$ cat src/rtl/plidm_pkg.sv
`timescale 1ns / 1ps
// ----------------------------------------------------------------------------
// plidm_pkg
// shared types, codes and helpers of the positional list with running max
// ----------------------------------------------------------------------------
package plidm_pkg;

   localparam int CAPACITY_DEF = 64;
   localparam int DATA_W       = 32;
   localparam int SLOT_W       = 7;
   localparam int OP_W         = 2;
   localparam int REQ_TDATA_W  = 40;
   localparam int RSP_TDATA_W  = 80;

   typedef enum logic [OP_W-1:0] {
      OP_INSERT = 2'd0,
      OP_DELETE = 2'd1,
      OP_READ   = 2'd2
   } op_type;

   typedef enum logic [1:0] {
      ST_IDLE,
      ST_EXEC,
      ST_SUM,
      ST_FINISH
   } state_type;

   // controller to datapath
   typedef struct packed {
      logic load_req;
      logic exec;
      logic load_rsp;
   } ctrl_cmd_type;

   // datapath to controller
   typedef struct packed {
      logic rsp_busy;
   } dp_status_type;

   // shift command into the cell chain
   typedef struct packed {
      logic              ins;
      logic              del;
      logic [SLOT_W-1:0] slot;
      logic [DATA_W-1:0] value;
   } cell_cmd_type;

   // node of the max / read tree
   typedef struct packed {
      logic              vld;
      logic [DATA_W-1:0] maxv;
      logic [DATA_W-1:0] rdv;
   } node_type;

   function automatic node_type node_merge(input node_type a, input node_type b);
      node_type m;
      logic     take_a;
      take_a = a.vld && (!b.vld || ($signed(a.maxv) >= $signed(b.maxv)));
      m.vld  = a.vld | b.vld;
      m.maxv = take_a ? a.maxv : b.maxv;
      m.rdv  = a.rdv | b.rdv;
      return m;
   endfunction

endpackage

$ cat src/rtl/plidm_ctrl.sv
`timescale 1ns / 1ps
// ----------------------------------------------------------------------------
// plidm_ctrl
// sequencer: capture, execute, walk the tree levels, deliver the response
// ----------------------------------------------------------------------------
module plidm_ctrl #(
   parameter int CAPACITY = plidm_pkg::CAPACITY_DEF
) (
   input  logic                         clock,
   input  logic                         reset,
   input  logic                         req_tvalid,
   output logic                         req_tready,
   input  plidm_pkg::dp_status_type     status,
   output plidm_pkg::ctrl_cmd_type      cmd
);

   localparam int L    = $clog2(CAPACITY);
   localparam int CNTW = (L > 1) ? $clog2(L) : 1;

   plidm_pkg::state_type state_ff;
   plidm_pkg::state_type state_in;
   logic [CNTW-1:0]      cnt_ff;
   logic [CNTW-1:0]      cnt_in;
   logic                 sum_done;

   assign sum_done = (cnt_ff == CNTW'(L - 1));

   always_comb begin
      state_in = state_ff;
      cnt_in   = cnt_ff;
      case (state_ff)
         plidm_pkg::ST_IDLE: begin
            if (req_tvalid) begin
               state_in = plidm_pkg::ST_EXEC;
            end
         end
         plidm_pkg::ST_EXEC: begin
            state_in = plidm_pkg::ST_SUM;
            cnt_in   = '0;
         end
         plidm_pkg::ST_SUM: begin
            if (sum_done) begin
               state_in = plidm_pkg::ST_FINISH;
            end else begin
               cnt_in = cnt_ff + CNTW'(1);
            end
         end
         plidm_pkg::ST_FINISH: begin
            if (!status.rsp_busy) begin
               state_in = plidm_pkg::ST_IDLE;
            end
         end
         default: begin
            state_in = plidm_pkg::ST_IDLE;
         end
      endcase
   end

   always_comb begin
      req_tready   = 1'b0;
      cmd          = '0;
      case (state_ff)
         plidm_pkg::ST_IDLE: begin
            req_tready   = 1'b1;
            cmd.load_req = req_tvalid;
         end
         plidm_pkg::ST_EXEC: begin
            cmd.exec = 1'b1;
         end
         plidm_pkg::ST_FINISH: begin
            cmd.load_rsp = !status.rsp_busy;
         end
         default: begin
            cmd = '0;
         end
      endcase
   end

   always_ff @(posedge clock) begin
      if (reset) begin
         state_ff <= plidm_pkg::ST_IDLE;
         cnt_ff   <= '0;
      end else begin
         state_ff <= state_in;
         cnt_ff   <= cnt_in;
      end
   end

endmodule

$ cat config.mk
export PLATFORM = sky130hd
export DESIGN_NAME = plidm_ctrl
export DESIGN_NICKNAME = d
export VERILOG_FILES = /design/src/rtl/plidm_pkg.sv /design/src/rtl/plidm_ctrl.sv
export SDC_FILE = /design/constraint.sdc
export NUM_CORES = 1
export LEC_CHECK = 0
export BUFFER_PORTS_ARGS = -buffer_cell sky130_fd_sc_hd__buf_4
export CORE_AREA = 8 8 45 47
export DETAILED_ROUTE_END_ITERATION = 10
export DIE_AREA = 0 0 53 55
export PLACE_DENSITY = 0.56
export SLEW_MARGIN = 40
export SYNTH_ARGS = -nofsm -noshare
export SYNTH_HDL_FRONTEND = slang
export SYNTH_SLANG_ARGS = --single-unit
$ cat constraint.sdc
create_clock -name clock -period 1.5 [get_ports clock]
set_input_delay 0 -clock clock [delete_from_list [all_inputs] [get_ports clock]]
set_output_delay 0 -clock clock [all_outputs]
set_load 0.02 [all_outputs]
== Word level (Yosys, flattened, before mapping) ==
Cells that the tools add are included.

* Add/subtract/negate cells: 1
* Eq/ne operators: 8
* Muxes and demuxes: 10
* Reduce and logical (&&, ||, !) cells: 5

{| class="wikitable"
|+ Operator list
! kind !! number
|-
| != test 2 bit (second input constant) || 4
|-
| one-hot mux 2 bit (4 select lines) || 1
|-
| two-way mux 2 bit || 3
|-
| one-hot mux 3 bit (2 select lines) || 1
|-
| == test 2 bit (second input constant) || 2
|-
| two-way mux 1 bit || 4
|-
| adder 3 x 1 -> 3 bit (second input constant) || 1
|-
| == test 3 bit (second input constant) || 1
|-
| two-way mux 3 bit || 1
|-
| AND reduction 3 bit || 1
|-
| == test 2 x 1 -> 1 bit (second input constant) || 1
|-
| logical NOT 2 bit || 1
|-
| AND reduction 2 bit || 1
|-
| nonzero test 2 bit || 1
|-
| logical NOT 1 bit || 1
|}

* Bits in registers: 5
* Input bits: 4
* Output and inout port bits: 4
* Word-level logic and storage cells: 26

== Logic depth before layout (Yosys ltp) ==
* Depth after elaboration: 3
* Mapped depth: 5
* Mapped depth without buffers: 5

== Worst setup path before layout ==
OpenSTA, ideal clock, no wires.

* Kind: flip-flop to flip-flop
* From: reg state_ff[0]
* To: reg state_ff[1]
* Setup time: 0.072 ns
* Data arrival time: 1.215 ns
* Required time: 1.428 ns
* Path slack: 0.214 ns
* Cell stages (with the launch flop): 5
* Path buffers: 0
* Clock period less this slack: 1.286 ns
* Cells stage by stage: dfxtp_1 -> inv_1 -> ha_1 -> a221oi_4 -> mux2i_1

* Word-level cells in the longest chain between the ends: 3
* Elaborated cells on any way between the ends: 9
* Those cells by class: eq/ne (6); mux (1); reduce/logical (2)

{| class="wikitable"
|+ RTL lines
! element !! RTL line !! text
|-
| start, declared || plidm_ctrl.sv:20 || <nowiki>plidm_pkg::state_type state_ff;</nowiki>
|-
| start signal, assigned || plidm_ctrl.sv:81 || <nowiki>state_ff <= plidm_pkg::ST_IDLE;</nowiki>
|-
| start signal, assigned || plidm_ctrl.sv:84 || <nowiki>state_ff <= state_in;</nowiki>
|-
| == test 2 bit or logical NOT 2 bit (tied branches) || plidm_ctrl.sv:31 || <nowiki>case (state_ff)</nowiki>
|-
| != test 2 bit (no source line) || -- ||
|-
| AND reduction 3 bit (no source line) || -- ||
|}

Parallel ways exist; a longest one is shown, timed or not.
A chain may end at the register's enable or synchronous reset.

== Worst setup path in the final report ==
Ends and elaborated chain as after synthesis.

==> results.cfg <==
[power]
cellLeakagePower_nw = 0.205
power.net_switching_w = 0.000341
power_frac_comb_pct = 58.6
peakVddDrop_mv = 0.497
power_density_nw_per_um2 = 1800
seqPwrFrac_pct = 23.9
power_frac_clock_pct = 17.5
switching_share_pct = 39.4
p_int_w = 0.000523

[timing]
finalClockSkew_ns = 0.000380
slew_viol_final = 0
tightest_slew_ns = 0.217
finalSetupTns_ns = 0
period_needed_ns = 1.30
grt_setup_unrepaired = false
fin_crit_sh_pct = 86.5
fmax_ghz = 0.770
hold_violations = 0
maxSlewHeadroom_pct = 85.4
finalSetupViolations = 0

[finish]
areaGrowthSynthToFinish_pct = 32.1
final_util_pct = 34.6
drive_gt1_share_pct = 28.0
diodes = 0
layout.nets = 61

[drt]
wl_um = 639
wire_per_inst_um = 9.68
drt_iter0_drc = 3
vias_per_cell = 4.44
firstDrtPassIters = 3
drc_errors = 0
dr_total_vias = 293
ant_nets = 0

[worst_hold_path]
hold_path_class = in -> reg

[run]
maxCapViolations = 0

[clocking]
cts_tree = built
clock_sinks = 5
clockRootBuffer = clkbuf_4
insertion_delay_ns = 0.23
clkTransAtPathRegs_ns = 0.04
cts_buffer_depth = 2
numCtsBuffers = 3
cts_max_level = 1

[setup_path]
arrival_ns = 1.46
cp_max_fo = 4
startpoint_type = flop
crit_type = reg -> reg
worstPathRequired_ns = 1.67
worstSetupEndpointType = flop

[logic_synthesis]
syn-num-nets = 47
yosysTopAreaCell = dfxtp_1
synthCells = 37
yosys.area.top_type_share_pct = 27.6
async_reset_ff_share_pct = 0
yosysMostFrequentCell = ha_1
syn_area_um2 = 363
yosys_warnings = 0
syn_area_per_cell_um2 = 9.81
ys_ff_latch = 5
synth_edf_count = 0
yosys.cell_types.count = 17
ys.flop_type = dfxtp_1
synth_seq_area_share_pct = 27.6
synth.top_cells.by_area = dfxtp_1 (28%), ha_1 (21%), nand2b_1 (8.6%)
synth_common_cells = ha_1 (6), dfxtp_1 (5), nand2b_1 (5)

[grt]
grt_pass1_vias = 296
grt_max_degree = 7
grt_use_total_pct = 5.30
grt-ovfl-total = 0
grt_first_pass_wirelength_mm = 1.12
antenna_found_initial = 0

[floorplanning]
die_y_um = 55
dieArea_um2 = 2920
start_util_pct = 26.2
design.core.area_um2 = 1380
io_pins = 8
row_count = 14
die-width_um = 53

[placement]
numPortBuffers = 7
globalplace.congestion = 0.749
dp.final_hpwl_um = 552

[outcome]
status = finished clean
-- cell type report --
| type | count | area, µm² |
|---|---|---|
| fillers | 143 | 905 |
| flip-flops and latches | 5 | 100 |
| inverters | 4 | 15.0 |
| multi-input cells | 28 | 248 |
| clock buffers | 4 | 26.3 |
| repair buffers | 9 | 70.1 |
| well taps | 16 | 20.0 |
-- per-stage QoR --
stage	total power (W)	hold WS (ns)	setup slack [ns]	instance area, µm²	std cells
finish	0.000864	0.101	0.202	479	66
global route	0.000952	0.124	0.0722	479	66
CTS	0.000884	0.100	0.178	479	66
detailed placement	0.000723	0.212	0.192	443	61
global placement	0.000725	0.211	0.213	443	61
floorplan	0.000576	0.0691	0.214	363	37
-- registers in the layout, indices dropped and copies added, names as in the netlist --
register  flops
state_ff      2
cnt_ff        3
-- cells in the final DEF, fill, tap and decap left out --
cell	instances
buf_4	8
ha_1	6
nand2b_1	5
dfxtp_1	5
inv_1	4
a21oi_1	3
clkbuf_4	3
nor2_1	2
nand3_1	2
and2_1	1
nor2b_1	1
a21boi_4	1
a221oi_4	1
a211oi_1	1
o21a_1	1
mux2i_1	1
nand4b_1	1
nand3b_1	1
a21bo_2	1
clkbuf_1	1
dlygate4sd3_1	1
-- worst paths after layout --
path	start	endpoint	slack, ns	cells past startpoint
max	state_ff[0]	state_ff[1]	0.20	5
min	status	state_ff[1]	0.10	3
max reg2reg	state_ff[0]	state_ff[1]	0.20	5
min reg2reg	cnt_ff[1]	cnt_ff[1]	0.49	2
-- worst max-delay path, stage by stage, from the launching register on --
cell and delay (ns):
dfxtp_1 0.36, inv_1 0.08, ha_1 0.22, a21boi_4 0.16, a221oi_4 0.21, mux2i_1 0.20
-- cell families after synthesis --
kind of cell,Yosys count,share of synthesized area [%]
adder cells (fa/ha/maj),6,20.7
flip-flops,5,27.6
AO/OA/AOI/OAI,8,23.5
buffers and inverters,4,4.14
AND/OR/NAND/NOR,13,21.4
multiplexers,1,2.76
-- power groups by stage --
stage	Combinational, W	Sequential, W	Clock (W)
6_report	0.000507	0.000206	0.000151
4_1_cts	0.000518	0.000207	0.000160
3_5_place_dp	0.000513	0.000210	0
3_3_place_gp	0.000516	0.000209	0
2_1_floorplan	0.000375	0.000202	0
5_1_grt	0.000562	0.000212	0.000179
-- layer usage --
metal | wire length (µm) | vias to the layer above | global-route usage, % | part of all wire [%]
met3 | 59 | 2 | 1.60 | 9.2
met2 | 293 | 8 | 8.40 | 46
met4 | 9 | 0 | 6.47 | 1.4
li1 | - | 153 | - | -
met1 | 277 | 130 | 5.02 | 43
met5 | 0 | - | 0 | 0
-- repair_timing --
action,in CTS,in global routing
gates resized for setup,0,0
hold endpoints to repair,2,0
hold buffers,1,0
buffers inserted,0,0
No activity file was read; power rests on OpenSTA's default activity.
